===== src/rtl/core/led_matrix_bitplane_scanner_macros.svh =====
// ----------------------------------------------------------------------------
// led_matrix_bitplane_scanner_macros
// assertion macros for the led matrix bitplane scanner, empty in synthesis
// ----------------------------------------------------------------------------
`ifndef LED_MATRIX_BITPLANE_SCANNER_MACROS_SVH
`define LED_MATRIX_BITPLANE_SCANNER_MACROS_SVH
`ifndef SYNTHESIS
// same-cycle implication
`define LMBS_ASSERT_IMPL(label, ante, cons) \
    label: assert property (@(posedge clk) disable iff (!rst_n) (ante) |-> (cons)) \
        else $error("lmbs: assertion failed");
// next-cycle implication
`define LMBS_ASSERT_NEXT(label, ante, cons) \
    label: assert property (@(posedge clk) disable iff (!rst_n) (ante) |=> (cons)) \
        else $error("lmbs: assertion failed");
`else
`define LMBS_ASSERT_IMPL(label, ante, cons)
`define LMBS_ASSERT_NEXT(label, ante, cons)
`endif
`endif


===== src/rtl/core/lmbs_pkg.sv =====
// ----------------------------------------------------------------------------
// lmbs_pkg
// shared types and constants of the led matrix bitplane scanner
// ----------------------------------------------------------------------------
package lmbs_pkg;

    localparam int SLOT_CNT_W  = 6;
    localparam int PLANE_W     = 3;
    localparam int ROW_W       = 4;
    localparam int QUOT_W      = 5;
    localparam int SLOT_IDX_W  = 7;
    localparam int SHIFT_W     = 4;
    localparam int QUEUE_DEPTH = 4;
    localparam int QUEUE_AW    = 2;

    localparam logic [SHIFT_W-1:0] PERIOD_SHIFT_RESET = 4'd7;
    localparam logic [7:0]         BLANK_FRAME_BYTE   = 8'h01;

    // stream tuser codes
    localparam logic OP_LOAD       = 1'b0;
    localparam logic OP_TICK       = 1'b1;
    localparam logic KIND_COLUMN   = 1'b0;
    localparam logic KIND_SWAPPED  = 1'b1;

    typedef struct packed {
        logic                  notice;
        logic                  half;
        logic                  pristine;
        logic [7:0]            row_en;
        logic [15:0]           hold;
        logic [SLOT_IDX_W-1:0] slot;
    } lmbs_cmd_t;

    typedef struct packed {
        logic        kind;
        logic [7:0]  col;
        logic [7:0]  row_en;
        logic [15:0] hold;
        logic        last;
    } lmbs_item_t;

    typedef struct packed {
        logic busy;
        logic half;
    } lmbs_bk_stat_t;

    typedef struct packed {
        logic wr_en;
        logic wr_half;
        logic fence;
    } lmbs_fe_stat_t;

endpackage


===== src/rtl/core/lmbs_cmd_queue.sv =====
// ----------------------------------------------------------------------------
// lmbs_cmd_queue
// short command queue between the front and back parts
// ----------------------------------------------------------------------------
module lmbs_cmd_queue
    import lmbs_pkg::*;
(
    input  logic      clk,
    input  logic      rst_n,
    input  logic      push,
    input  lmbs_cmd_t push_cmd,
    input  logic      pop,
    output lmbs_cmd_t head_cmd,
    output logic      full,
    output logic      empty
);

    lmbs_cmd_t             q_reg [QUEUE_DEPTH];
    logic [QUEUE_AW-1:0]   wr_ptr_reg, wr_ptr_next;
    logic [QUEUE_AW-1:0]   rd_ptr_reg, rd_ptr_next;
    logic [QUEUE_AW:0]     count_reg, count_next;

    assign full     = (count_reg == (QUEUE_AW+1)'(QUEUE_DEPTH));
    assign empty    = (count_reg == '0);
    assign head_cmd = q_reg[rd_ptr_reg];

    always_comb
    begin
        wr_ptr_next = wr_ptr_reg;
        rd_ptr_next = rd_ptr_reg;
        count_next  = count_reg;
        if (push)
        begin
            wr_ptr_next = wr_ptr_reg + 1'b1;
        end
        if (pop)
        begin
            rd_ptr_next = rd_ptr_reg + 1'b1;
        end
        if (push && !pop)
        begin
            count_next = count_reg + 1'b1;
        end
        else if (pop && !push)
        begin
            count_next = count_reg - 1'b1;
        end
    end

    always_ff @(posedge clk or negedge rst_n)
    begin
        if (!rst_n)
        begin
            wr_ptr_reg <= '0;
            rd_ptr_reg <= '0;
            count_reg  <= '0;
        end
        else
        begin
            wr_ptr_reg <= wr_ptr_next;
            rd_ptr_reg <= rd_ptr_next;
            count_reg  <= count_next;
        end
    end

    always_ff @(posedge clk)
    begin
        if (push)
        begin
            q_reg[wr_ptr_reg] <= push_cmd;
        end
    end

endmodule


===== config.mk =====
export PLATFORM = sky130hd
export DESIGN_NAME = lmbs_cmd_queue
export DESIGN_NICKNAME = d
export VERILOG_FILES = /design/src/rtl/core/led_matrix_bitplane_scanner_macros.svh /design/src/rtl/core/lmbs_pkg.sv /design/src/rtl/core/lmbs_cmd_queue.sv
export SDC_FILE = /design/constraint.sdc
export NUM_CORES = 1
export LEC_CHECK = 0
export BUFFER_PORTS_ARGS = -buffer_cell sky130_fd_sc_hd__buf_2
export CORE_MARGIN = 2
export CORE_UTILIZATION = 40
export CTS_CLUSTER_SIZE = 25
export DETAILED_ROUTE_END_ITERATION = 8
export GPL_ROUTABILITY_DRIVEN = 0
export HOLD_SLACK_MARGIN = 0.05
export PLACE_DENSITY = 0.64
export SYNTH_ARGS = -nofsm -noshare
export SYNTH_HDL_FRONTEND = slang
export SYNTH_SLANG_ARGS = --single-unit

===== constraint.sdc =====
create_clock -name clk -period 3.8 [get_ports clk]
set_clock_uncertainty 0.15 [all_clocks]
set_input_delay 0.38 -clock clk [delete_from_list [all_inputs] [get_ports clk]]
set_output_delay 0.38 -clock clk [all_outputs]
set_load 0.05 [all_outputs]

# Word-level counts from Yosys, hierarchy flattened
# Memory sizes are Yosys's and may differ from the RTL's.
# Cells that the tools add are included.
totals:
  register_bits: 7
  mem_bits_rw: 136
  inputBits: 38
  output_inout_bits: 36
  wordCells: 19
  memories: 1
memory_table:
  columns: ["name", "words", "word_bits", "rd", "rd_ports_with_merged_regs", "wr", "line", "source"]
  rows:
  - ["q_reg", 4, 34, 1, 0, 1, "lmbs_cmd_queue.sv:18", "lmbs_cmd_t q_reg [QUEUE_DEPTH];"]
classes:
  addsub: 4
  n_eq_ne: 1
  mux: 4
  reduce_logical: 6
op_table:
  columns: ["operator", "n"]
  rows:
  - ["3-bit two-way mux", 2]
  - ["2-bit by 1-bit adder with 2-bit output, second input constant", 2]
  - ["3-bit by 1-bit adder with 3-bit output, second input constant", 1]
  - ["3-bit == test, second input constant", 1]
  - ["3-bit zero test", 1]
  - ["3-bit by 1-bit subtractor with 3-bit output, second input constant", 1]
  - ["1-bit logical AND", 2]
  - ["1-bit zero test", 2]
  - ["1-bit two-way mux", 2]
  - ["2-bit nonzero test", 1]

# Depth between registers and ports, before layout
# Gate-level depths: netlist (run 1).
logic_depth:
  depth_word: 4
  depth_mapped: 7
  ltp_nobuf: 7

# Least setup slack after synthesis (run 1)
# No wires, ideal clock.
synth_timing:
  path_kind: "register to output"
  start: "register count_reg[0]"
  end: "output port full"
  arrival_time_ns: 1.599
  required_time_ns: 3.270
  path_slack_ns: 1.671
  stages_incl_launch_ff: 2
  path_buffers: 0
  cell_sequence: "dfrtp_1 nor3b_1"
synth_between:
  elab_chain_len: 1
synth_lines:
  columns: ["item", "line", "source"]
  rows:
  - ["start: declaration", "lmbs_cmd_queue.sv:21", "logic [QUEUE_AW:0] count_reg, count_next;"]
  - ["start signal: assignment", "lmbs_cmd_queue.sv:62", "count_reg <= count_next;"]
  - ["3-bit == test", "lmbs_cmd_queue.sv:23", "assign full = (count_reg == (QUEUE_AW+1)'(QUEUE_DEPTH));"]
  - ["end: declaration", "lmbs_cmd_queue.sv:14", "output logic full,"]
# No other way between the ends.

==> metrics.yaml, run 1 <==
drt-initial-drc-count: 139
dieHeight_um: 120
drv_slew: 0
grt_usage: 0.137
syn_inst: 212
max_stage_delay_ns: 0.67
antenna_found_initial: 0
die-width_um: 120
synth_seq_area_share: 0.796
setup_violations: 0
die_area_mm2: 0.0143
criticalPathCategory: "reg -> out"
rows: 42
grt_pass1_vias: 2690
rsz0062_at_grt: "no"
power_per_cell_area_mw_per_mm2: 852
dpl.hpwl_um: 5090
clock_path_buffers: 2
most-common-layout-cells: "edfxtp_1, buf_2, dlygate4sd3_1, mux4_2, clkbuf_16"
required_ns: 3.27
wl_per_cell_um: 17.7
fin_worst_hold_slack_ns: 0.0661
grt-ovfl-total: 0
num-nets-final: 375
insertion_delay_ns: 0.40
cts_setup_buffers: 0
grt_pass1_wl_um: 14400
synth_fp_nets: 256
end_kind: "output port"
ioPinCount: 74
drive_gt1_frac: 0.395
p_total_uw: 5730
cts_made_buffers: 17
drtPass1Iterations: 4
grt_max_degree: 37
final_hold_viol_count: 0
cp_max_fo: 36
cts-root-buf: "clkbuf_16"
ir_drop_v: 0.000457
drv_cap: 0
final_common_cell: "edfxtp_1"
status: "finished clean"
hold_path.class: "in -> reg"
fin_crit_sh: 0.724
syn_area_mm2: 0.00535
syn_area_per_cell_um2: 25.3
synth_warnings: 0
clk_pin_slew_ns: 0.06
areaGrowthSynthToFinish_pct: 25.7
clock.fmax_ghz: 0.364
post-route-min-period_ns: 2.75
arrival_ns: 2.22
diodes: 0
setup_tns_ns: 0
routed_wl_um: 9150
worstMarginPinSlew_ns: 0.984
ant_nets: 0
ys_ff_latch: 143
synthDistinctLibCells: 19
start_kind: "flop"
coreArea_mm2: 0.0131
relSlewSlack: 0.344
critPathSlowestCell: "mux4_1"
io_buffers: 73
power_leakage_uw: 0.00237
htreeDepth: 4
worstPathCellList: "buf_4, mux4_1, buf_2"
drc_errors: 0
routed_via_density: 4.80
initial_core_util: 0.408
vias: 2486
cts_num_sinks: 143
cts_tree: "built"
largest_register_ffs: 136
cell families (layout without fill, tap and decap cells):
kind of cell | Yosys count | in the layout | share of synthesized area
AOI/OAI and AO/OA | 1 | 1 | 0.000934
xor gates and xnor gates | 6 | 6 | 0.00982
adders and majority gates | 6 | 6 | 0.0154
buffers and inverters | 12 | 142 | 0.0199
DFF | 143 | 143 | 0.796
muxes | 35 | 35 | 0.149
and+or+nand+nor | 9 | 9 | 0.00911
layer usage:
layer / share of wire / global-route usage
met2: 0.51 / 0.227
met1: 0.44 / 0.177
met4: 0.0070 / 0.0463
met5: 0 / 0
met3: 0.043 / 0.0375
worst paths after layout:
check,start,to,slack [ns],depth (start not counted)
max,rd_ptr_reg[0],head_cmd[29],1.05,3
min,push_cmd[12],q_reg[1][12],0.07,1
max reg2reg,wr_ptr_reg[0],q_reg[0][17],1.78,3
min reg2reg,count_reg[2],count_reg[2],0.35,1
max in group asynchronous,rst_n,rd_ptr_reg[1],3.13,2
min in group asynchronous,rst_n,count_reg[2],0.19,2
where the power goes:
part / leakage, µW / switching (µW) / internal (µW) / total (µW)
Sequential: 0.00133 / 165 / 2080 / 2240
Combinational: 0.000791 / 1390 / 632 / 2030
Clock: 0.000246 / 582 / 883 / 1470
Yosys cell counts:
| master | count | area (µm²) |
|---|---|---|
| mux4_2 | 28 | 631 |
| nand2_1 | 2 | 7.51 |
| dfrtp_1 | 7 | 175 |
| edfxtp_1 | 136 | 4080 |
| o21ai_0 | 1 | 5.00 |
| buf_6 | 1 | 11.3 |
| nor3b_1 | 1 | 7.51 |
| inv_1 | 4 | 15.0 |
| fa_1 | 1 | 20.0 |
| buf_2 | 4 | 20.0 |
| ha_1 | 5 | 62.6 |
| xnor2_1 | 2 | 17.5 |
| mux2_2 | 1 | 11.3 |
| and2_1 | 4 | 25.0 |
| nor2_1 | 1 | 3.75 |
| mux4_1 | 6 | 158 |
| buf_12 | 3 | 60.1 |
| nor3_1 | 1 | 5.00 |
| xor2_1 | 4 | 35.0 |
final cells by class:
cell class	instances	area, µm²
fillers	1104	6410
flip-flops and latches	143	4260
multi-input cells	57	993
repair buffers	108	713
clock buffers	18	429
well taps	176	220
clock inverters	12	98.8
inverters	4	15.0
metrics by stage:
stage	utilization	cells	cell area, µm²	setup slack [ns]
final	0.512	518	6730	1.05
after global routing	0.512	518	6730	0.887
after CTS	0.512	518	6730	0.975
after detailed placement	0.446	454	5860	1.42
after global placement	0.446	454	5860	1.41
after floorplan	-	212	5350	1.67
critical path, delay by kind of cell, from the launching register on:
family / cells / cell delay [ns]
buffers and inverters: 2 / 0.81
multiplexers: 1 / 0.67
flip-flops: 1 / 0.33
timing repair:
item	in CTS	in global routing
hold endpoints to repair	136	0
resized for setup	0	0
hold buffers	34	0
No activity file was read; power rests on OpenSTA's default activity.
==> run 2: changes to the inputs <==
- clock period: 3.8 -> 2.8 ns (I/O delays scaled with it)
==> run 2 against run 1 <==
Critical path depth is the same. Wire length grew 3.6%. Cell count grew 2.5%. Worst hold slack gained 0.016 ns. Final area grew 1.8%. Flip-flop and latch count is the same. First-iteration DRC count shrank 32%. Sequential share of layout area shrank 1.1 points. Die area is the same. Clock power grew 33%. Core utilization grew 0.94 points. Critical path type unchanged.
==> metrics.yaml, run 2 (synthesis gave the netlist of run 1 again) <==
status: "finished clean"
grt_pass1_vias: 2774
cp_max_fo: 20
drt-initial-drc-count: 95
seqPwrFrac: 0.384
grt_usage: 0.143
final_common_cell: "edfxtp_1"
post-route-min-period_ns: 2.46
grt_pass1_wl_um: 14900
drv_cap: 0
worstMarginPinSlew_ns: 0.542
die_area_mm2: 0.0143
end_kind: "output port"
initial_core_util: 0.408
arrival_ns: 2.03
drv_slew: 0
io_buffers: 73
p_total_uw: 7870
rsz0062_at_grt: "no"
grt_max_degree: 24
largest_register_ffs: 136
worstPathCellList: "buf_12, mux4_1, buf_2"
grt-ovfl-total: 0
clockPowerShare: 0.248
placed_area_mm2: 0.00596
coreArea_mm2: 0.0131
cts_tree: "built"
antenna_found_initial: 0
dieHeight_um: 120
max_stage_delay_ns: 0.58
wl_per_cell_um: 17.8
diodes: 0
drive_gt1_frac: 0.414
ir_drop_v: 0.000510
fin_crit_sh: 0.879
rows: 42
fin_area_mm2: 0.00686
intPower_uw: 4870
clk_pin_slew_ns: 0.06
power_per_cell_area_mw_per_mm2: 1150
utilization: 0.522
final_hold_viol_count: 0
die-width_um: 120
criticalPathCategory: "reg -> out"
critPathSlowestCell: "mux4_1"
ant_nets: 0
cp_top_family: "multiplexers"
power_frac_comb: 0.367
path_buf_inv: 2
cts_num_sinks: 143
areaGrowthSynthToFinish_pct: 28.0
start_kind: "flop"
switchingPower_uw: 3000
hold_path.class: "in -> async"
num-nets-final: 386
required_ns: 2.37
relSlewSlack: 0.638
clock_path_buffers: 2
vias: 2579
drc_errors: 0
power_leakage_uw: 0.00243
dpl.hpwl_um: 5820
cts_made_buffers: 17
clock.fmax_ghz: 0.406
ioPinCount: 74
drtPass1Iterations: 4
routed_wl_um: 9480
setup_violations: 0
routed_via_density: 4.86
setup_tns_ns: 0
cts-root-buf: "clkbuf_16"
htreeDepth: 4
sw_frac_of_total: 0.381
most-common-layout-cells: "edfxtp_1, buf_2, dlygate4sd3_1, mux4_2, clkbuf_16"
insertion_delay_ns: 0.41
run 2: cell count changes in the layout (fill, tap and decap cells not counted), sizes merged:
cell | before | now
buf | 74 | 82
inv | 4 | 5
clkinv | 7 | 8
clkbuf | 18 | 17
dlygate4sd3 | 34 | 37
clkinvlp | 4 | 6
bufinv | 1 | 0
run 2: path summary, 6_finish.rpt:
kind	endpoint	cells past startpoint	from	slack, ns
max	head_cmd[31]	3	rd_ptr_reg[0]	0.34
min	count_reg[0]	2	rst_n	0.08
max reg2reg	q_reg[0][9]	4	wr_ptr_reg[0]	0.88
min reg2reg	count_reg[2]	1	count_reg[2]	0.34
max in group asynchronous	rd_ptr_reg[0]	2	rst_n	2.22
min in group clk	count_reg[2]	1	count_reg[2]	0.34
run 2: final cells by class:
type,instances,area [µm²]
fill,1092,6280
tap,176,220
sequential,143,4260
timing repair buffer,119,841
clock inverter,15,98.8
inverter,4,15.0
clock buffer,17,425
multi-input combinational,57,993
run 2: metal layers:
layer,routed length [µm],global-route usage
met5,0,0
met4,177,0.0500
met3,540,0.0547
met2,4610,0.231
met1,4150,0.178
run 2: power groups by stage:
stage | Clock (µW) | Sequential, µW | Combinational, µW
2_1_floorplan | 0 | 2940 | 2380
3_3_place_gp | 0 | 3050 | 2880
3_5_place_dp | 0 | 3080 | 2890
4_1_cts | 1990 | 3030 | 2930
5_1_grt | 2080 | 3070 | 3050
6_report | 1950 | 3020 | 2890
run 2: per-stage QoR:
step | setup WS, ns | hold slack (ns) | std cells
after global routing | 0.237 | 0.0864 | 531
after global placement | 0.730 | -0.0197 | 462
after CTS | 0.287 | 0.0801 | 531
after floorplan | 0.771 | -0.166 | 212
final | 0.338 | 0.0819 | 531
after detailed placement | 0.725 | -0.0142 | 462
run 2: repair_timing:
item                       4_1_cts  5_1_grt
hold endpoints to repair       147        0
hold buffers                    37        0
setup endpoints to repair        0        0
setup buffers                    0        0
resized for setup                0        0
