**config.mk**
```make
export PLATFORM = sky130hd
export DESIGN_NAME = lmbs_back
export DESIGN_NICKNAME = d
export VERILOG_FILES = /design/src/rtl/core/led_matrix_bitplane_scanner_macros.svh /design/src/rtl/core/lmbs_pkg.sv /design/src/rtl/core/lmbs_back.sv
export SDC_FILE = /design/constraint.sdc
export NUM_CORES = 1
export LEC_CHECK = 0
export BUFFER_PORTS_ARGS = -buffer_cell sky130_fd_sc_hd__buf_2
export CORE_MARGIN = 10
export CORE_UTILIZATION = 40
export CTS_CLUSTER_DIAMETER = 30
export CTS_CLUSTER_SIZE = 24
export DETAILED_ROUTE_END_ITERATION = 7
export PLACE_DENSITY = 0.61
export RECOVER_POWER = 50
export SLEW_MARGIN = 20
export SYNTH_ARGS = -nofsm -noshare
export SYNTH_HDL_FRONTEND = slang
export SYNTH_SLANG_ARGS = --single-unit
```
**constraint.sdc**
```tcl
create_clock -name clk -period 3.42 [get_ports clk]
set_clock_uncertainty 0.1 [all_clocks]
set_input_delay 0.342 -clock clk [delete_from_list [all_inputs] [get_ports clk]]
set_output_delay 0.342 -clock clk [all_outputs]
set_load 0.02 [all_outputs]
```
**src/rtl/core/led_matrix_bitplane_scanner_macros.svh**
```systemverilog
// ----------------------------------------------------------------------------
// led_matrix_bitplane_scanner_macros
// assertion macros for the led matrix bitplane scanner, empty in synthesis
// ----------------------------------------------------------------------------
`ifndef LED_MATRIX_BITPLANE_SCANNER_MACROS_SVH
`define LED_MATRIX_BITPLANE_SCANNER_MACROS_SVH
`ifndef SYNTHESIS
// same-cycle implication
`define LMBS_ASSERT_IMPL(label, ante, cons) \
    label: assert property (@(posedge clk) disable iff (!rst_n) (ante) |-> (cons)) \
        else $error("lmbs: assertion failed");
// next-cycle implication
`define LMBS_ASSERT_NEXT(label, ante, cons) \
    label: assert property (@(posedge clk) disable iff (!rst_n) (ante) |=> (cons)) \
        else $error("lmbs: assertion failed");
`else
`define LMBS_ASSERT_IMPL(label, ante, cons)
`define LMBS_ASSERT_NEXT(label, ante, cons)
`endif
`endif

```
**src/rtl/core/lmbs_pkg.sv**
```systemverilog
// ----------------------------------------------------------------------------
// lmbs_pkg
// shared types and constants of the led matrix bitplane scanner
// ----------------------------------------------------------------------------
package lmbs_pkg;

    localparam int SLOT_CNT_W  = 6;
    localparam int PLANE_W     = 3;
    localparam int ROW_W       = 4;
    localparam int QUOT_W      = 5;
    localparam int SLOT_IDX_W  = 7;
    localparam int SHIFT_W     = 4;
    localparam int QUEUE_DEPTH = 4;
    localparam int QUEUE_AW    = 2;

    localparam logic [SHIFT_W-1:0] PERIOD_SHIFT_RESET = 4'd7;
    localparam logic [7:0]         BLANK_FRAME_BYTE   = 8'h01;

    // stream tuser codes
    localparam logic OP_LOAD       = 1'b0;
    localparam logic OP_TICK       = 1'b1;
    localparam logic KIND_COLUMN   = 1'b0;
    localparam logic KIND_SWAPPED  = 1'b1;

    typedef struct packed {
        logic                  notice;
        logic                  half;
        logic                  pristine;
        logic [7:0]            row_en;
        logic [15:0]           hold;
        logic [SLOT_IDX_W-1:0] slot;
    } lmbs_cmd_t;

    typedef struct packed {
        logic        kind;
        logic [7:0]  col;
        logic [7:0]  row_en;
        logic [15:0] hold;
        logic        last;
    } lmbs_item_t;

    typedef struct packed {
        logic busy;
        logic half;
    } lmbs_bk_stat_t;

    typedef struct packed {
        logic wr_en;
        logic wr_half;
        logic fence;
    } lmbs_fe_stat_t;

endpackage

```
**src/rtl/core/lmbs_back.sv**
```systemverilog
// ----------------------------------------------------------------------------
// lmbs_back
// output side: slot address reduction, column byte streaming, swap notices, output skid
// ----------------------------------------------------------------------------
module lmbs_back
    import lmbs_pkg::*;
#(
    parameter int FRAME_BYTES = 768,
    parameter int SLOT_BYTES  = 12,
    parameter int MEM_AW      = 11
) (
    input  logic              clk,
    input  logic              rst_n,
    input  logic              q_empty,
    input  lmbs_cmd_t         q_cmd,
    output logic              q_pop,
    output logic              rd_en,
    output logic [MEM_AW-1:0] rd_addr,
    input  logic [7:0]        rd_data,
    output lmbs_bk_stat_t     bk_stat,
    output logic              m_tvalid,
    input  logic              m_tready,
    output logic [31:0]       m_tdata,
    output logic              m_tuser,
    output logic              m_tlast
);

    localparam int START_W = $clog2(128 * SLOT_BYTES);
    localparam int FB_W    = $clog2(FRAME_BYTES + 1);
    localparam int OFS_W   = (START_W > FB_W) ? START_W : FB_W;
    localparam int K_W     = $clog2(SLOT_BYTES);

    typedef enum logic [3:0] {
        ST_IDLE   = 4'b0001,
        ST_REDUCE = 4'b0010,
        ST_STREAM = 4'b0100,
        ST_NOTICE = 4'b1000
    } state_t;

    state_t            state_reg, state_next;
    logic [OFS_W-1:0]  addr_reg, addr_next;
    logic [K_W-1:0]    k_reg, k_next;
    logic              half_reg, half_next;
    logic              prist_reg, prist_next;
    logic [7:0]        row_en_reg, row_en_next;
    logic [15:0]       hold_reg, hold_next;

    logic              pend_v_reg, pend_v_next;
    lmbs_item_t        pend_reg, pend_next;
    logic              pend_prist_reg, pend_prist_next;
    logic              out_v_reg, out_v_next;
    lmbs_item_t        out_reg, out_next;
    logic              skid_v_reg, skid_v_next;
    lmbs_item_t        skid_reg, skid_next;

    logic              pop;
    logic [1:0]        occ;
    logic [1:0]        occ_after;
    logic              issue_ok;
    logic              issue;
    lmbs_item_t        arr;
    logic              k_last;
    logic [OFS_W-1:0]  addr_inc;

    assign pop       = out_v_reg && m_tready;
    assign occ       = 2'(out_v_reg) + 2'(skid_v_reg) + 2'(pend_v_reg);
    assign occ_after = occ - 2'(pop);
    assign issue_ok  = (occ_after < 2'd2);
    assign k_last    = (k_reg == K_W'(SLOT_BYTES - 1));
    assign addr_inc  = addr_reg + 1'b1;

    assign rd_en   = (state_reg == ST_STREAM) && issue_ok;
    assign rd_addr = half_reg ? MEM_AW'(FRAME_BYTES) + MEM_AW'(addr_reg)
                              : MEM_AW'(addr_reg);

    assign bk_stat.busy = (state_reg != ST_IDLE);
    assign bk_stat.half = half_reg;

    // item arriving from the read stage
    always_comb
    begin
        arr = pend_reg;
        if (pend_reg.kind == KIND_SWAPPED)
        begin
            arr.col = '0;
        end
        else if (pend_prist_reg)
        begin
            arr.col = BLANK_FRAME_BYTE;
        end
        else
        begin
            arr.col = rd_data;
        end
    end

    always_comb
    begin
        state_next      = state_reg;
        addr_next       = addr_reg;
        k_next          = k_reg;
        half_next       = half_reg;
        prist_next      = prist_reg;
        row_en_next     = row_en_reg;
        hold_next       = hold_reg;
        q_pop           = 1'b0;
        issue           = 1'b0;
        pend_next       = pend_reg;
        pend_prist_next = pend_prist_reg;

        case (state_reg)
            ST_IDLE:
            begin
                if (!q_empty)
                begin
                    q_pop       = 1'b1;
                    half_next   = q_cmd.half;
                    prist_next  = q_cmd.pristine;
                    row_en_next = q_cmd.row_en;
                    hold_next   = q_cmd.hold;
                    addr_next   = OFS_W'(q_cmd.slot) * OFS_W'(SLOT_BYTES);
                    k_next      = '0;
                    state_next  = q_cmd.notice ? ST_NOTICE : ST_REDUCE;
                end
            end
            ST_REDUCE:
            begin
                if (addr_reg >= OFS_W'(FRAME_BYTES))
                begin
                    addr_next = addr_reg - OFS_W'(FRAME_BYTES);
                end
                else
                begin
                    state_next = ST_STREAM;
                end
            end
            ST_STREAM:
            begin
                if (issue_ok)
                begin
                    issue           = 1'b1;
                    pend_next.kind  = KIND_COLUMN;
                    pend_next.col   = '0;
                    pend_next.row_en = row_en_reg;
                    pend_next.hold  = hold_reg;
                    pend_next.last  = k_last;
                    pend_prist_next = prist_reg;
                    addr_next       = (addr_inc == OFS_W'(FRAME_BYTES)) ? '0 : addr_inc;
                    k_next          = k_reg + 1'b1;
                    if (k_last)
                    begin
                        state_next = ST_IDLE;
                    end
                end
            end
            ST_NOTICE:
            begin
                if (issue_ok)
                begin
                    issue            = 1'b1;
                    pend_next.kind   = KIND_SWAPPED;
                    pend_next.col    = '0;
                    pend_next.row_en = '0;
                    pend_next.hold   = '0;
                    pend_next.last   = 1'b1;
                    pend_prist_next  = 1'b0;
                    state_next       = ST_IDLE;
                end
            end
            default:
            begin
                state_next = ST_IDLE;
            end
        endcase
    end

    // two-entry output buffer fed by the read stage
    always_comb
    begin
        pend_v_next = issue;
        out_next    = out_reg;
        out_v_next  = out_v_reg;
        skid_next   = skid_reg;
        skid_v_next = skid_v_reg;
        if (out_v_reg && !pop)
        begin
            if (!skid_v_reg)
            begin
                skid_next   = arr;
                skid_v_next = pend_v_reg;
            end
        end
        else
        begin
            if (skid_v_reg)
            begin
                out_next    = skid_reg;
                out_v_next  = 1'b1;
                skid_next   = arr;
                skid_v_next = pend_v_reg;
            end
            else
            begin
                out_next    = arr;
                out_v_next  = pend_v_reg;
                skid_v_next = 1'b0;
            end
        end
    end

    always_ff @(posedge clk or negedge rst_n)
    begin
        if (!rst_n)
        begin
            state_reg  <= ST_IDLE;
            k_reg      <= '0;
            pend_v_reg <= 1'b0;
            out_v_reg  <= 1'b0;
            skid_v_reg <= 1'b0;
            half_reg   <= 1'b0;
        end
        else
        begin
            state_reg  <= state_next;
            k_reg      <= k_next;
            pend_v_reg <= pend_v_next;
            out_v_reg  <= out_v_next;
            skid_v_reg <= skid_v_next;
            half_reg   <= half_next;
        end
    end

    always_ff @(posedge clk)
    begin
        addr_reg       <= addr_next;
        prist_reg      <= prist_next;
        row_en_reg     <= row_en_next;
        hold_reg       <= hold_next;
        pend_reg       <= pend_next;
        pend_prist_reg <= pend_prist_next;
        out_reg        <= out_next;
        skid_reg       <= skid_next;
    end

    assign m_tvalid = out_v_reg;
    assign m_tdata  = {out_reg.hold, out_reg.row_en, out_reg.col};
    assign m_tuser  = out_reg.kind;
    assign m_tlast  = out_reg.last;

endmodule

```
-- After elaboration in Yosys (flattened, before gate mapping)
Index checks and enable logic that the tools add are counted.
- logic and storage cells: 97
- bits of input ports: 46
- output and inout bits: 50
- bits in registers: 143
- equality and inequality tests: 13
- muxes and demuxes: 34
- magnitude comparators: 2
- add/subtract/negate cells: 7
- multiply operators: 1
- bitwise operators: 1
- reduce and logical (&&, ||, !) cells: 14
- operators with widths (kind ; number):
    34-bit 2-to-1 mux ; 5
    34-bit one-hot mux with 2 select lines ; 1
    11-bit 2-to-1 mux ; 5
    11-bit one-hot mux with 3 select lines ; 1
    4-bit 2-to-1 mux ; 8
    8-bit 2-to-1 mux ; 2
    4-bit one-hot mux with 4 select lines ; 1
    2-bit inequality test (second input constant) ; 6
    10-bit by 11-bit adder with 11-bit output (first input constant) ; 1
    11-bit by 1-bit adder with 11-bit output (second input constant) ; 1
    11-bit by 10-bit == test with 1-bit output (second input constant) ; 1
    11-bit by 10-bit greater-or-equal comparator with 1-bit output (second input constant) ; 1
    11-bit by 10-bit subtractor with 11-bit output (second input constant) ; 1
    7-bit by 2-bit multiplier with 9-bit output (second input constant) ; 1
    1-bit 2-to-1 mux ; 9
    4-bit == test (second input constant) ; 2
    4-bit one-hot mux with 2 select lines ; 1
    3-bit AND reduction ; 2
    2-bit nonzero test ; 3
    5-bit AND reduction ; 1
    4-bit by 1-bit adder with 4-bit output (second input constant) ; 1
    4-bit by 1-bit == test with 1-bit output (second input constant) ; 1
    4-bit by 2-bit == test with 1-bit output (second input constant) ; 1
    4-bit by 3-bit == test with 1-bit output (second input constant) ; 1
    13 further kinds ; 15

-- Longest topological paths before layout
- word-level depth: 6
- depth in mapped cells: 11
- depth with buffers taken out: 11

-- Worst setup path before layout
OpenSTA, ideal clock, no wires.
- kind: register to register
- start: reg out_v_reg (netlist: m_tvalid)
- end: reg pend_reg, in the netlist arr[0], enable pin
- cell stages (with the launch flop): 8
- clock period less this slack: 3229 ps
- arrival: 2719 ps
- data required time: 2909 ps
- setup time: 411 ps
- buffers on the path: 0
- slack: 191 ps
- cells stage by stage: dfrtp_1 -> and2_1 -> ha_1 -> inv_1 -> ha_1 -> a21oi_1 -> xnor2_1 -> nor2_1
- longest elaborated chain between the ends: 6
- elaborated cells on any way between the ends: 8
- those cells by class: 3 x add/sub; 1 x order compare; 2 x eq/ne; 2 x reduce/logical
- ends and longest elaborated chain (element ; line ; text):
    start: declaration ; lmbs_back.sv:51 ; logic out_v_reg, out_v_next;
    start signal: assignment ; lmbs_back.sv:227 ; out_v_reg <= out_v_next;
    1-bit by 1-bit adder with 2-bit output ; lmbs_back.sv:66 ; assign occ = 2'(out_v_reg) + 2'(skid_v_reg) + 2'(pend_v_reg);
    2-bit by 1-bit adder with 2-bit output ; lmbs_back.sv:66 ;
    2-bit by 1-bit subtractor with 2-bit output * ; lmbs_back.sv:67 ; assign occ_after = occ - 2'(pop);
    2-bit < comparator * ; lmbs_back.sv:68 ; assign issue_ok = (occ_after < 2'd2);
    2-bit inequality test (no source line) ; - ;
    3-bit AND reduction (no source line) * ; - ;
    end signal: assignment ; lmbs_back.sv:239 ; pend_reg <= pend_next;
    end: declaration ; lmbs_back.sv:49 ; lmbs_item_t pend_reg, pend_next;
Every way passes the cells marked *; elsewhere a longest branch is shown, timed or not.
A chain may end at the register's enable or synchronous reset.

-- Worst setup path after layout
- start: reg state_reg[1]
- end: reg pend_reg, in the netlist arr[22], enable pin
- longest elaborated chain between the ends: 3
- elaborated cells on any way between the ends: 6
- those cells by class: 4 x eq/ne; 2 x reduce/logical
- ends and longest elaborated chain (element ; line ; text):
    start: declaration ; lmbs_back.sv:40 ; state_t state_reg, state_next;
    start signal: assignment ; lmbs_back.sv:224 ; state_reg <= state_next;
    4-bit == test or 4-bit by 3-bit == test with 1-bit output (tied branches) ; lmbs_back.sv:111 ; case (state_reg)
    2-bit inequality test (no source line) or 2-bit nonzero test (tied branches) ; - ;
    3-bit AND reduction (no source line) * ; - ;
Marks and branches as above.

==> flow_summary.toml <==
[clocking]
cts_setup_buffers = 0
clkLatencyLatePin_ns = 0.41
path_clk_slew_ns = 0.06
cts_resized = 0
holdBufCountCts = 18
cts_tree = "done"
clockBufferDepth = 2
htreeDepth = 4
cts_sinks = 143
cts_made_buffers = 17
cts-root-buf = "clkbuf_16"

[placement]
gp_congestion = 0.831
portBuffers = 95
dp_hpwl_microns = 9050

[timing]
rsz0062_at_grt = "false"
max_slew_margin_pct = 9.86
drv_slew = 0
period_needed_ns = 2.93
worst_slew_pin_slew_ns = 1.35
fin_setup_tns_ns = 0
period_share_pct = 85.6
finalSetupViolCount = 0
hold_viol = 0
max_freq_mhz = 341

[grt]
antenna_found_initial = 0
grt_pass1_wl_microns = 20800
overflow = 0
grt_usage_pct = 12.1
grt_max_degree = 36
grt_pass1_vias = 4059

[synthesis]
avgSynthCellArea_sq_um = 14.1
synth_edf_count = 131
syn_area_sq_um = 6410
yosys.area_share.xor_xnor_pct = 2.73
ys_ff_latch = 143
synthAdderAreaFrac_pct = 3.43
synth_top_family_by_area = "multiplexers"
synth_compound_area_share_pct = 6.15
async_flop_share_pct = 8.39
yosysSeqAreaShare_pct = 66.1
muxShareOfSynthArea_pct = 9.45
synthSimpleGateAreaFrac_pct = 9.19
synth_ff_type = "edfxtp_1"
syn_inst = 455
ys_types = 45
synth_nets = 518
synth_warnings = 0

[cells_and_area]
antennaDiodeCount = 0
largest_reg_flops = 34
layout_common_cells = "edfxtp_1 (131), clkbuf_1 (53), mux2_2 (49)"
final_nets = 635
final_common_cell = "edfxtp_1"
drive_gt1_share_pct = 22.9
syn_to_final_growth_pct = 21.6

[detailed_routing]
route.detailed.drc = 0
drt_iter0_drc = 192
ant_nets = 0
vias = 3849
first_pass_iters = 4
wl_per_cell_microns = 16.1
finalWirelength_microns = 12900
viasPerCell = 4.81

[die]
ios = 96
die_area_sq_um = 21500
start_util_pct = 40.7
core_sq_um = 15800
fp-row-count = 46
die_h_microns = 147
die_width_microns = 147

[setup_path]
cp-end-kind = "flip-flop"
crit_path_max_fanout = 30
critical_path_arrival_ns = 2.92
path_class = "flip-flop to flip-flop"
worstPathRequired_ns = 3.41
cp-start-kind = "flip-flop"

[power]
ir_drop_mv = 0.413
finalPower_mw = 5.46
p_per_area_nw_per_um2 = 701
p_leak_nw = 2.88

[worst_hold_path]
hold_path_class = "input pin to flip-flop"

[status]
status = "completed"

[job]
cap_violations = 0
[metal layers]
| layer | track usage (%) | wire length, microns |
|---|---|---|
| met5 | 0 | 0 |
| met4 | 3.45 | 116 |
| met3 | 4.39 | 582 |
| met2 | 20.7 | 6490 |
| met1 | 14.0 | 5730 |
[cell type report]
class / instances / area (sq um)
Clock buffer: 18 / 429
Clock inverter: 14 / 149
Fill cell: 1436 / 7970
Inverter: 17 / 63.8
Multi-Input combinational cell: 271 / 1990
Sequential cell: 143 / 4240
Tap cell: 216 / 270
Timing Repair Buffer: 122 / 653
[report_power, final]
group | leakage [nW] | switching, mW | internal [mW] | total, mW
sequential | 1.42 | 0.192 | 2.33 | 2.52
combinational | 1.18 | 0.743 | 0.393 | 1.14
clock | 0.279 | 0.672 | 1.13 | 1.80
total | 2.88 | 1.61 | 3.86 | 5.46
[logic make-up after synthesis]
family,after synthesis
compound gates,61
buf+inv,41
xor+xnor,20
simple gates,119
mux,54
flops,143
fa+ha+maj,17
[cells in the mapped netlist (all sizes together) (2+ instances only)]
master / number / area [sq um]
edfxtp: 131 / 3930
mux2: 52 / 586
nand2: 46 / 173
nor2b: 30 / 188
o21ai: 28 / 140
nor2: 18 / 67.6
inv: 17 / 63.8
ha: 16 / 200
buf: 12 / 82.6
clkbuf: 12 / 45.0
dfrtp: 11 / 275
xnor2: 11 / 96.3
xor2: 9 / 78.8
a21oi: 7 / 35.0
nand3: 7 / 40.0
and2: 6 / 37.5
nor4b: 4 / 35.0
a21o: 3 / 22.5
o21bai: 3 / 22.5
o22ai: 3 / 18.8
a211oi: 2 / 15.0
mux2i: 2 / 20.0
nand4: 2 / 12.5
o21a: 2 / 15.0
o221ai: 2 / 17.5
o31a: 2 / 17.5
or3: 2 / 12.5
[worst max-delay path, cell delays in order, from the launching register on]
cell      delay [ns]
dfrtp_1         0.41
nor4b_2         0.24
clkbuf_1        1.02
nor2_1          0.21
nor2_4          0.26
buf_4           0.35
[final timing paths]
check / start / end / slack (ns) / cells after the start
hold reg to reg: pend_v_reg$_DFF_PN0_ / m_tvalid$_DFFE_PN0N_ / 0.40 / 1
min in group asynchronous: rst_n / k_reg[0]$_DFFE_PN0P_ / 0.41 / 2
setup reg to reg: state_reg[1]$_DFFE_PN0P_ / arr[22]$_SDFFCE_PP0P_ / 0.49 / 5
max in group asynchronous: rst_n / skid_v_reg$_DFF_PN0_ / 2.33 / 2
setup / recovery: state_reg[1]$_DFFE_PN0P_ / arr[22]$_SDFFCE_PP0P_ / 0.49 / 5
hold / removal: q_cmd[21] / hold_reg[14]$_DFFE_PP_ / 0.02 / 1
[metrics by stage]
step / setup WS (ns) / instances / instance area [sq um] / utilization [%] / hold WS (ns)
after CTS: 0.455 / 800 / 7860 / 49.9 / 0.000584
after detailed placement: 0.679 / 750 / 7110 / 45.1 / 0.149
final: 0.491 / 801 / 7800 / 49.4 / 0.0179
after global placement: 0.751 / 750 / 7110 / 45.1 / 0.138
after global routing: 0.211 / 801 / 7800 / 49.4 / 0.0000205
after floorplan: 0.191 / 455 / 6410 / - / -0.0536
(Power assumes the default switching activity.)
