## src/rtl/core/led_matrix_bitplane_scanner_macros.svh

```systemverilog
// ----------------------------------------------------------------------------
// led_matrix_bitplane_scanner_macros
// assertion macros for the led matrix bitplane scanner, empty in synthesis
// ----------------------------------------------------------------------------
`ifndef LED_MATRIX_BITPLANE_SCANNER_MACROS_SVH
`define LED_MATRIX_BITPLANE_SCANNER_MACROS_SVH
`ifndef SYNTHESIS
// same-cycle implication
`define LMBS_ASSERT_IMPL(label, ante, cons) \
    label: assert property (@(posedge clk) disable iff (!rst_n) (ante) |-> (cons)) \
        else $error("lmbs: assertion failed");
// next-cycle implication
`define LMBS_ASSERT_NEXT(label, ante, cons) \
    label: assert property (@(posedge clk) disable iff (!rst_n) (ante) |=> (cons)) \
        else $error("lmbs: assertion failed");
`else
`define LMBS_ASSERT_IMPL(label, ante, cons)
`define LMBS_ASSERT_NEXT(label, ante, cons)
`endif
`endif

```

## src/rtl/core/lmbs_pkg.sv

```systemverilog
// ----------------------------------------------------------------------------
// lmbs_pkg
// shared types and constants of the led matrix bitplane scanner
// ----------------------------------------------------------------------------
package lmbs_pkg;

    localparam int SLOT_CNT_W  = 6;
    localparam int PLANE_W     = 3;
    localparam int ROW_W       = 4;
    localparam int QUOT_W      = 5;
    localparam int SLOT_IDX_W  = 7;
    localparam int SHIFT_W     = 4;
    localparam int QUEUE_DEPTH = 4;
    localparam int QUEUE_AW    = 2;

    localparam logic [SHIFT_W-1:0] PERIOD_SHIFT_RESET = 4'd7;
    localparam logic [7:0]         BLANK_FRAME_BYTE   = 8'h01;

    // stream tuser codes
    localparam logic OP_LOAD       = 1'b0;
    localparam logic OP_TICK       = 1'b1;
    localparam logic KIND_COLUMN   = 1'b0;
    localparam logic KIND_SWAPPED  = 1'b1;

    typedef struct packed {
        logic                  notice;
        logic                  half;
        logic                  pristine;
        logic [7:0]            row_en;
        logic [15:0]           hold;
        logic [SLOT_IDX_W-1:0] slot;
    } lmbs_cmd_t;

    typedef struct packed {
        logic        kind;
        logic [7:0]  col;
        logic [7:0]  row_en;
        logic [15:0] hold;
        logic        last;
    } lmbs_item_t;

    typedef struct packed {
        logic busy;
        logic half;
    } lmbs_bk_stat_t;

    typedef struct packed {
        logic wr_en;
        logic wr_half;
        logic fence;
    } lmbs_fe_stat_t;

endpackage

```

## src/rtl/core/lmbs_front.sv

```systemverilog
// ----------------------------------------------------------------------------
// lmbs_front
// input side: frame loading, frame swap, slot sequencing and command issue
// ----------------------------------------------------------------------------
module lmbs_front
    import lmbs_pkg::*;
#(
    parameter int FRAME_BYTES = 768,
    parameter int ROW_COUNT   = 8,
    parameter int MEM_AW      = 11
) (
    input  logic               clk,
    input  logic               rst_n,
    input  logic               s_tvalid,
    output logic               s_tready,
    input  logic [7:0]         s_tdata,
    input  logic               s_tuser,
    input  logic               cfg_valid,
    output logic               cfg_ready,
    input  logic [SHIFT_W-1:0] cfg_data,
    input  logic               q_full,
    input  logic               q_empty,
    input  lmbs_bk_stat_t      bk_stat,
    output logic               q_push,
    output lmbs_cmd_t          q_cmd,
    output logic [MEM_AW-1:0]  wr_addr,
    output logic [7:0]         wr_data,
    output lmbs_fe_stat_t      fe_stat
);

    localparam int PTR_W = $clog2(FRAME_BYTES);

    logic [PTR_W-1:0]      ptr_reg, ptr_next;
    logic                  front_sel_reg, front_sel_next;
    logic                  swapped_reg, swapped_next;
    logic                  fence_reg, fence_next;
    logic [SLOT_CNT_W-1:0] slot_cnt_reg, slot_cnt_next;
    logic [QUOT_W-1:0]     quot_reg, quot_next;
    logic [ROW_W-1:0]      rmod_reg, rmod_next;
    logic [PLANE_W-1:0]    plane_reg, plane_next;
    logic [ROW_W-1:0]      row_reg, row_next;
    logic [SHIFT_W-1:0]    shift_reg, shift_next;

    logic                  accept;
    logic                  load_acc;
    logic                  tick_acc;
    logic [PTR_W:0]        ptr_inc;
    logic                  frame_full;
    logic [4:0]            hold_amt;

    assign s_tready  = !q_full && !fence_reg;
    assign cfg_ready = 1'b1;
    assign accept    = s_tvalid && s_tready;
    assign load_acc  = accept && (s_tuser == OP_LOAD);
    assign tick_acc  = accept && (s_tuser == OP_TICK);

    assign ptr_inc    = {1'b0, ptr_reg} + 1'b1;
    assign frame_full = (ptr_inc == (PTR_W+1)'(FRAME_BYTES));

    // back frame is the half not shown
    assign wr_addr = front_sel_reg ? MEM_AW'(ptr_reg)
                                   : MEM_AW'(FRAME_BYTES) + MEM_AW'(ptr_reg);
    assign wr_data = s_tdata;

    assign fe_stat.wr_en   = load_acc;
    assign fe_stat.wr_half = !front_sel_reg;
    assign fe_stat.fence   = fence_reg;

    assign hold_amt = 5'(plane_reg) + 5'(shift_reg);

    assign q_push          = (load_acc && frame_full) || tick_acc;
    assign q_cmd.notice    = (s_tuser == OP_LOAD);
    assign q_cmd.half      = front_sel_reg;
    assign q_cmd.pristine  = !swapped_reg;
    assign q_cmd.row_en    = 8'd1 << row_reg;
    assign q_cmd.hold      = 16'd1 << hold_amt;
    assign q_cmd.slot      = SLOT_IDX_W'(quot_reg[PLANE_W-1:0]) * SLOT_IDX_W'(ROW_COUNT)
                           + SLOT_IDX_W'(rmod_reg);

    always_comb
    begin
        ptr_next       = ptr_reg;
        front_sel_next = front_sel_reg;
        swapped_next   = swapped_reg;
        fence_next     = fence_reg;
        slot_cnt_next  = slot_cnt_reg;
        quot_next      = quot_reg;
        rmod_next      = rmod_reg;
        plane_next     = plane_reg;
        row_next       = row_reg;
        shift_next     = shift_reg;

        if (cfg_valid)
        begin
            shift_next = cfg_data;
        end

        // release once every queued run has left the back part
        if (fence_reg && q_empty && !bk_stat.busy)
        begin
            fence_next = 1'b0;
        end

        if (load_acc)
        begin
            if (frame_full)
            begin
                ptr_next       = '0;
                front_sel_next = !front_sel_reg;
                swapped_next   = 1'b1;
                fence_next     = 1'b1;
            end
            else
            begin
                ptr_next = ptr_inc[PTR_W-1:0];
            end
        end

        if (tick_acc)
        begin
            plane_next    = quot_reg[PLANE_W-1:0];
            row_next      = rmod_reg;
            slot_cnt_next = slot_cnt_reg + 1'b1;
            if (slot_cnt_next == '0)
            begin
                quot_next = '0;
                rmod_next = '0;
            end
            else if (rmod_reg == ROW_W'(ROW_COUNT - 1))
            begin
                quot_next = quot_reg + 1'b1;
                rmod_next = '0;
            end
            else
            begin
                rmod_next = rmod_reg + 1'b1;
            end
        end
    end

    always_ff @(posedge clk or negedge rst_n)
    begin
        if (!rst_n)
        begin
            ptr_reg       <= '0;
            front_sel_reg <= 1'b0;
            swapped_reg   <= 1'b0;
            fence_reg     <= 1'b0;
            slot_cnt_reg  <= '0;
            quot_reg      <= '0;
            rmod_reg      <= '0;
            plane_reg     <= '0;
            row_reg       <= '0;
            shift_reg     <= PERIOD_SHIFT_RESET;
        end
        else
        begin
            ptr_reg       <= ptr_next;
            front_sel_reg <= front_sel_next;
            swapped_reg   <= swapped_next;
            fence_reg     <= fence_next;
            slot_cnt_reg  <= slot_cnt_next;
            quot_reg      <= quot_next;
            rmod_reg      <= rmod_next;
            plane_reg     <= plane_next;
            row_reg       <= row_next;
            shift_reg     <= shift_next;
        end
    end

endmodule

```

## config.mk

```make
export PLATFORM = sky130hd
export DESIGN_NAME = lmbs_front
export DESIGN_NICKNAME = d
export VERILOG_FILES = /design/src/rtl/core/led_matrix_bitplane_scanner_macros.svh /design/src/rtl/core/lmbs_pkg.sv /design/src/rtl/core/lmbs_front.sv
export SDC_FILE = /design/constraint.sdc
export NUM_CORES = 1
export LEC_CHECK = 0
export BUFFER_PORTS_ARGS = -buffer_cell sky130_fd_sc_hd__buf_2
export CAP_MARGIN = 20
export CORE_MARGIN = 5
export CORE_UTILIZATION = 46
export DETAILED_ROUTE_END_ITERATION = 6
export GPL_TIMING_DRIVEN = 0
export PLACE_DENSITY = 0.78
export SYNTH_ARGS = -nofsm -noshare
export SYNTH_HDL_FRONTEND = slang
export SYNTH_SLANG_ARGS = --single-unit
```

## constraint.sdc

```tcl
create_clock -name clk -period 1.67 [get_ports clk]
set_clock_uncertainty 0.05 [all_clocks]
set_input_delay 0.167 -clock clk [delete_from_list [all_inputs] [get_ports clk]]
set_output_delay 0.167 -clock clk [all_outputs]
set_load 0.01 [all_outputs]
```

Word level (Yosys, flattened, before mapping). Cells that the tools add are included. Widths: inputs -> output; s select.

Flip-flop bits (word level): 39.

Add/sub/neg operators: 7. Equal/unequal tests: 2. Shift operators: 2. Muxes and demuxes: 9. Bitwise logic cells: 1. Reduce and logical (&&, ||, !) cells: 17.

Operators by type and width (count): $shl 1x5->16 const A (1); $add 10x1->11 const B (1); $add 10x10->11 const A (1); $eq 11x10->1 const B (1); $mux 11 (1); $mux 10 (1); $mux 5 (2); $mux 4 (2); $shl 1x4->8 const A (1); $add 6x4->7 (1); $logic_and 1x1->1 (7); $add 6x1->6 const B (1); $logic_not 6->1 (1); $add 3x4->5 (1); $add 5x1->5 const B (1); $logic_not 1->1 (5); $add 4x1->4 const B (1); $eq 4x3->1 const B (1); $reduce_and 2->1 (2); $mux 1 (3); $reduce_bool 2->1 (1); $logic_or 1x1->1 (1); $not 1->1 (1).

Depth between registers and ports, before layout. Gate-level depths: netlist of run 1.

Word-level depth: 6. Mapped depth: 7. Mapped depth without buffers: 6.

Least setup slack after synthesis of run 1. OpenSTA, ideal clock, no wires.

Kind: reg2out. Start point: register plane_reg[0]. End point: output port q_cmd[15] (netlist bit). Arrival: 1.664 ns. Path slack: -0.211 ns. Cell stages (with the launch flop): 7. Path buffers: 0. Cells stage by stage: dfrtp_1 > ha_1 > fa_1 > a21o_1 > a21oi_1 > nand2_1 > nor2_1.

RTL lines: start: declaration (line lmbs_front.sv:40) `logic [PLANE_W-1:0] plane_reg, plane_next;`; start signal: assignment (line lmbs_front.sv:165) `plane_reg <= plane_next;`; end: declaration (line lmbs_front.sv:25) `output lmbs_cmd_t q_cmd,`.

==> flow_summary.yaml, run 1 <==
outcome:
  outcome: "complete, but fails checks"
  violations: "setup timing"
floorplanning:
  core_area_um2: 5170
  die_area_um2: 6920
  io_pins: 80
  die-height_um: 83.2
  die_w_um: 83.2
  start_util: 0.477
  num_rows: 26
grt:
  grt_pass1_vias: 2248
  grt_start_max_net_pins: 38
  gr-usage-met3: 0.0416
  grt_pass1_wl_um: 10500
  antenna_found_initial: 0
  busiest_layer: "met2"
  track_usage: 0.183
  overflow: 0
  use_met1: 0.214
  use_met2: 0.326
cells_and_area:
  syn_to_final_growth_pct: 51.4
  nets: 412
  antenna_cells: 0
  design_area_um2: 3730
  largest_reg_flops: 10
  layout-drive-gt1-share: 0.612
  final_util: 0.722
  fillers: 369
detailed_routing:
  firstDrtPassIters: 4
  wl_per_cell_um: 14.7
  vias: 2311
  wirelength_um: 6610
  ant_nets: 0
  drt_iter0_markers: 85
  drc: 0
  viasPerCell: 5.15
power:
  combPwrFrac: 0.523
  power_frac_clock: 0.147
  power_density_nw_per_um2: 1180
  p_leak_uw: 0.00176
  seqPwrFrac: 0.330
  switching_share: 0.411
  vdd_ir_drop_max_mv: 0.657
  switching_power_uw: 1810
  p_int_uw: 2600
clock_network:
  clkTransAtPathRegs_ns: 0.08
  clock_latency_ns: 0.30
  cts_made_buffers: 5
  cts.sinks: 37
  htree_num_levels: 2
  cts_buffer_depth: 2
  cts_root_buffer: "clkbuf_8"
  cts_tree: "yes"
synthesis:
  avgSynthCellArea_um2: 9.06
  async_flop_share: 1.00
  synthTopCellsByCount: "47 x nand2_1, 34 x dfrtp_1, 28 x nor2_1"
  synth_area_leaders: "dfrtp_1 35%, nand2_1 7.2%, buf_4 7.0%"
  synth_cells: 272
  yosysTopAreaCellShare: 0.345
  ys_seq_area_frac: 0.377
  synth_ff_type: "dfrtp_1"
  yosysWarnings: 0
  synth_edf_count: 0
  ys_ff_latch: 37
  synth_most_common_cell: "nand2_1"
  synth_area_um2: 2460
  yosys.area.top_type: "dfrtp_1"
  syn_nets: 306
  ys_types: 56
min_path:
  worstHoldStart: "cfg_data[0]"
  min_path_type: "input port to flop"
  hold_path_depth: 2
  hold_end: "shift_reg[0]"
critical_path:
  critPathCaptureType: "output port"
  crit_chain: "ha_4 > a21o_1 > a21oi_2 > xor2_1 > nand3_2 > nor2_2 > buf_2"
  start_kind: "flop"
  r2r-start: "ptr_reg[3]"
  cp.arrival_ns: 2.10
  worstPathMaxFanout: 4
  r2r_end: "ptr_reg[8]"
  r2r_cells: 8
  critPathRequiredTime_ns: 1.45
  r2r_setup_slack_ns: -0.20
  slowest_stage: "dfstp_2"
  criticalPathCategory: "flop to output port"
  slowest_delay_ns: 0.56
timing:
  setup_ws_ns: -0.647
  finalMaxSlewViolations: 0
  hold_viol: 0
  tightest_slew_ns: 0.823
  min_period_ns: 2.32
  max_slew_margin: 0.452
  rsz0062_at_grt: "yes"
  fin_crit_sh: 1.39
  clock.fmax_mhz: 432
  finalSetupViolCount: 28
  fin_tns_setup_ns: -11.31
place:
  dp_hpwl_um: 4120
  io_buffer_count: 69
  place.gp.congestion: 0.806
  place_area_um2: 3050
flow_run:
  drv_cap: 0
## repair_timing
item                       in CTS  in global routing
setup buffers                  23                  8
setup endpoints to repair      42                 48
hold endpoints to repair       34                  0
hold buffers                    1                  0
pin swaps                      37                 14
resized for setup              53                 28
## cell type report
cell class | count | area (um^2) | share of cell area
Multi-Input combinational cell | 199 | 1690 | 0.453
Sequential cell | 37 | 945 | 0.253
Timing Repair Buffer | 101 | 669 | 0.179
Buffer | 27 | 210 | 0.0563
Tap cell | 70 | 87.6 | 0.0235
Clock buffer | 5 | 68.8 | 0.0184
Inverter | 7 | 38.8 | 0.0104
Clock inverter | 3 | 21.3 | 0.00570
## worst max path at each step
stage,start,endpoint,slack [ns],cells after the start
floorplan,shift_reg[1],q_cmd[10],-0.18,6
global placement,shift_reg[1],q_cmd[10],-0.33,7
detailed placement,shift_reg[1],q_cmd[10],-0.38,7
CTS,plane_reg[0],q_cmd[11],-0.64,7
global route,shift_reg[1],q_cmd[12],-0.75,7
finish,shift_reg[1],q_cmd[8],-0.65,7
## worst max-delay path: cells and delay by family, from the launching register on
kind | cells | cell delay (ns)
xor gates and xnor gates | 1 | 0.27
AOI/OAI and AO/OA | 2 | 0.32
DFF | 1 | 0.56
and+or+nand+nor | 2 | 0.31
adders and majority gates | 1 | 0.20
buffers and inverters | 1 | 0.14
## logic make-up (layout without fill, tap and decap cells)
logic type                 count (synthesis)  after routing  share of synthesized area
and+or+nand+nor                          126            126                      0.253
DFF                                       37             37                      0.377
buffers and inverters                     36            143                     0.0975
AOI/OAI and AO/OA                         34             34                      0.108
xor gates and xnor gates                  19             19                     0.0675
adders and majority gates                 13             13                     0.0690
muxes                                      6              6                     0.0264
other                                      1              1                    0.00152
## power by group through the flow
stage,Combinational [uW],Clock (uW),Sequential [uW]
after detailed placement,1770,0,1480
after CTS,2140,662,1420
after global placement,1710,0,1470
final,2300,650,1450
after global routing,2500,694,1480
after floorplan,1320,0,1400
## through the flow
stage / std cells / power [uW] / setup WS, ns / hold WS, ns
finish: 449 / 4410 / -0.647 / 0.0452
global route: 449 / 4680 / -0.746 / 0.0484
CTS: 441 / 4230 / -0.635 / 0.0447
detailed placement: 411 / 3250 / -0.375 / 0.259
global placement: 411 / 3180 / -0.325 / 0.254
floorplan: 272 / 2720 / -0.182 / -0.179
## metal layers
layer | vias up | wire (um)
li1 | 1122 | -
met1 | 1119 | 2680
met2 | 63 | 3500
met3 | 7 | 326
met4 | 0 | 96
met5 | - | 0
## cells in the final DEF (no fill, tap or decap), types with 5 or more instances in the layout
cell and instances:
xnor2_1 12, nor2_2 8, o21ai_2 6, buf_6 17, nor3_1 8, buf_4 48
nand4_1 5, dfrtp_2 12, nor2_1 9, nor2_4 11, ha_1 5, nand2_1 42
buf_2 60, clkbuf_8 6, dfrtp_1 22
Note: power is estimated with default switching activity, not from simulation.
==> inputs of run 2 (changes only) <==
CORE_UTILIZATION = 45   (was 46)
PLACE_DENSITY = 0.77   (was 0.78)
SLEW_MARGIN = 5   (was unset)
==> run 2 against run 1 <==
The run still ends with setup timing left. First-iteration DRC count is 21% higher. Critical path depth stayed put. Worst setup slack better by 0.014 ns. Non-clock buffer count is 4 lower. Total power is 5.1% lower. Utilization is 5.3 points lower. Wire length is 10% lower. Register-to-register slack worse by 0.02 ns. Sequential cell count stayed put. Worst hold slack better by 0.026 ns. Count of clock-buffer cells in the layout stayed put. Critical endpoint is now q_cmd[13]. Largest cell class unchanged. Highest routed layer unchanged.
==> flow_summary.yaml, run 2 (synthesis gave the netlist of run 1 again) <==
timing:
  setup_ws_ns: -0.632
  finalMaxSlewViolations: 0
  clock.fmax_mhz: 434
  finalSetupViolCount: 27
  min_period_ns: 2.30
  tightest_slew_ns: 0.828
  hold_viol: 0
  rsz0062_at_grt: "yes"
  fin_crit_sh: 1.38
  max_slew_margin: 0.448
place:
  io_buffer_count: 69
  place_area_um2: 3060
  dp_hpwl_um: 4090
  placedCellCount: 413
  place.gp.congestion: 0.773
power:
  vdd_ir_drop_max_mv: 0.711
  p_leak_uw: 0.00171
  power_density_nw_per_um2: 1160
  p_total_uw: 4180
critical_path:
  criticalPathCategory: "flop to output port"
  critPathCaptureType: "output port"
  cp_num_buf_inv: 1
  crit_chain: "ha_4 > a21o_1 > a21oi_4 > xor2_2 > nand2_2 > nor2_4 > buf_6"
  cp.arrival_ns: 2.09
  slowest_stage: "dfstp_2"
  r2r_setup_slack_ns: -0.22
  critPathTopFamily: "flip-flops"
  slowest_delay_ns: 0.58
  start_kind: "flop"
  worstPathMaxFanout: 4
  critPathRequiredTime_ns: 1.45
floorplanning:
  die_w_um: 84.0
  core_area_um2: 5410
  num_rows: 27
  io_pins: 80
  die_area_um2: 7060
  start_util: 0.456
  die-height_um: 84.0
outcome:
  outcome: "complete, but fails checks"
  violations: "setup timing"
detailed_routing:
  drc: 0
  viasPerCell: 4.97
  wirelength_um: 5920
  firstDrtPassIters: 4
  ant_nets: 0
  drt_iter0_markers: 103
  wl_per_cell_um: 13.2
  vias: 2223
clock_network:
  htree_num_levels: 2
  clkTransAtPathRegs_ns: 0.07
  cts_tree: "yes"
  cts_made_buffers: 5
  cts_root_buffer: "clkbuf_8"
  cts.sinks: 37
  cts_buffer_depth: 2
  clock_latency_ns: 0.28
flow_run:
  drv_cap: 0
cells_and_area:
  design_area_um2: 3610
  register_area_um2: 942
  layout_commonest_cell: "buf_2"
  layout.cells.non_filler: 447
  fillers: 425
  largest_reg_flops: 10
  multi_input_area_um2: 1650
  syn_to_final_growth_pct: 46.6
  nets: 408
  antenna_cells: 0
  final_cell_mix: "62 x buf_2, 48 x buf_4, 42 x nand2_1"
  layout-drive-gt1-share: 0.579
grt:
  grt_start_max_net_pins: 38
  overflow: 0
  grt_pass1_vias: 2148
  track_usage: 0.163
  grt_pass1_wl_um: 9630
  antenna_found_initial: 0
min_path:
  min_path_type: "input port to flop"
-- run 2: final cells by class --
| class | count | area share |
|---|---|---|
| plain buffers | 28 | 0.0588 |
| flip-flops and latches | 37 | 0.261 |
| repair buffers | 96 | 0.167 |
| clock inverters | 3 | 0.00485 |
| multi-input cells | 199 | 0.455 |
| inverters | 7 | 0.00935 |
| clock buffers | 5 | 0.0190 |
| well taps | 72 | 0.0249 |
-- run 2: path summary, 6_finish.rpt --
check	end	startpoint	cells past startpoint
max	q_cmd[13]	shift_reg[1]	7
min	shift_reg[1]	cfg_data[1]	2
max reg2reg	ptr_reg[8]	ptr_reg[5]	6
min reg2reg	swapped_reg	swapped_reg	1
max in group asynchronous	ptr_reg[4]	rst_n	2
min in group asynchronous	rmod_reg[1]	rst_n	2
-- run 2: through the flow --
step / worst slack (ns) / util / setup TNS [ns] / hold WS [ns]
4_1_cts: -0.706 / 0.625 / -12.22 / 0.0629
5_1_grt: -0.738 / 0.669 / -14.15 / 0.0601
2_1_floorplan: -0.182 / - / -2.47 / -0.179
3_3_place_gp: -0.355 / 0.565 / -6.49 / 0.255
6_report: -0.632 / 0.669 / -11.03 / 0.0709
3_5_place_dp: -0.415 / 0.565 / -8.23 / 0.272
-- run 2: power breakdown --
part / internal (uW) / switching [uW] / total [uW]
Sequential: 1140 / 309 / 1450
Clock: 288 / 320 / 608
Combinational: 1070 / 1060 / 2130
Total: 2500 / 1690 / 4180
-- run 2: timing repair --
action,4_1_cts,5_1_grt
pin swaps,23,10
cloned,0,0
hold buffers,1,0
buffers inserted,14,13
gates resized for setup,29,34
endpoints found under the setup margin,42,39
hold endpoints to repair,34,0
-- run 2: layer usage --
layer / global-route usage / share of wire
met5: 0 / 0
met1: 0.205 / 0.43
met4: 0.0380 / 0.0083
met3: 0.0385 / 0.046
met2: 0.284 / 0.51
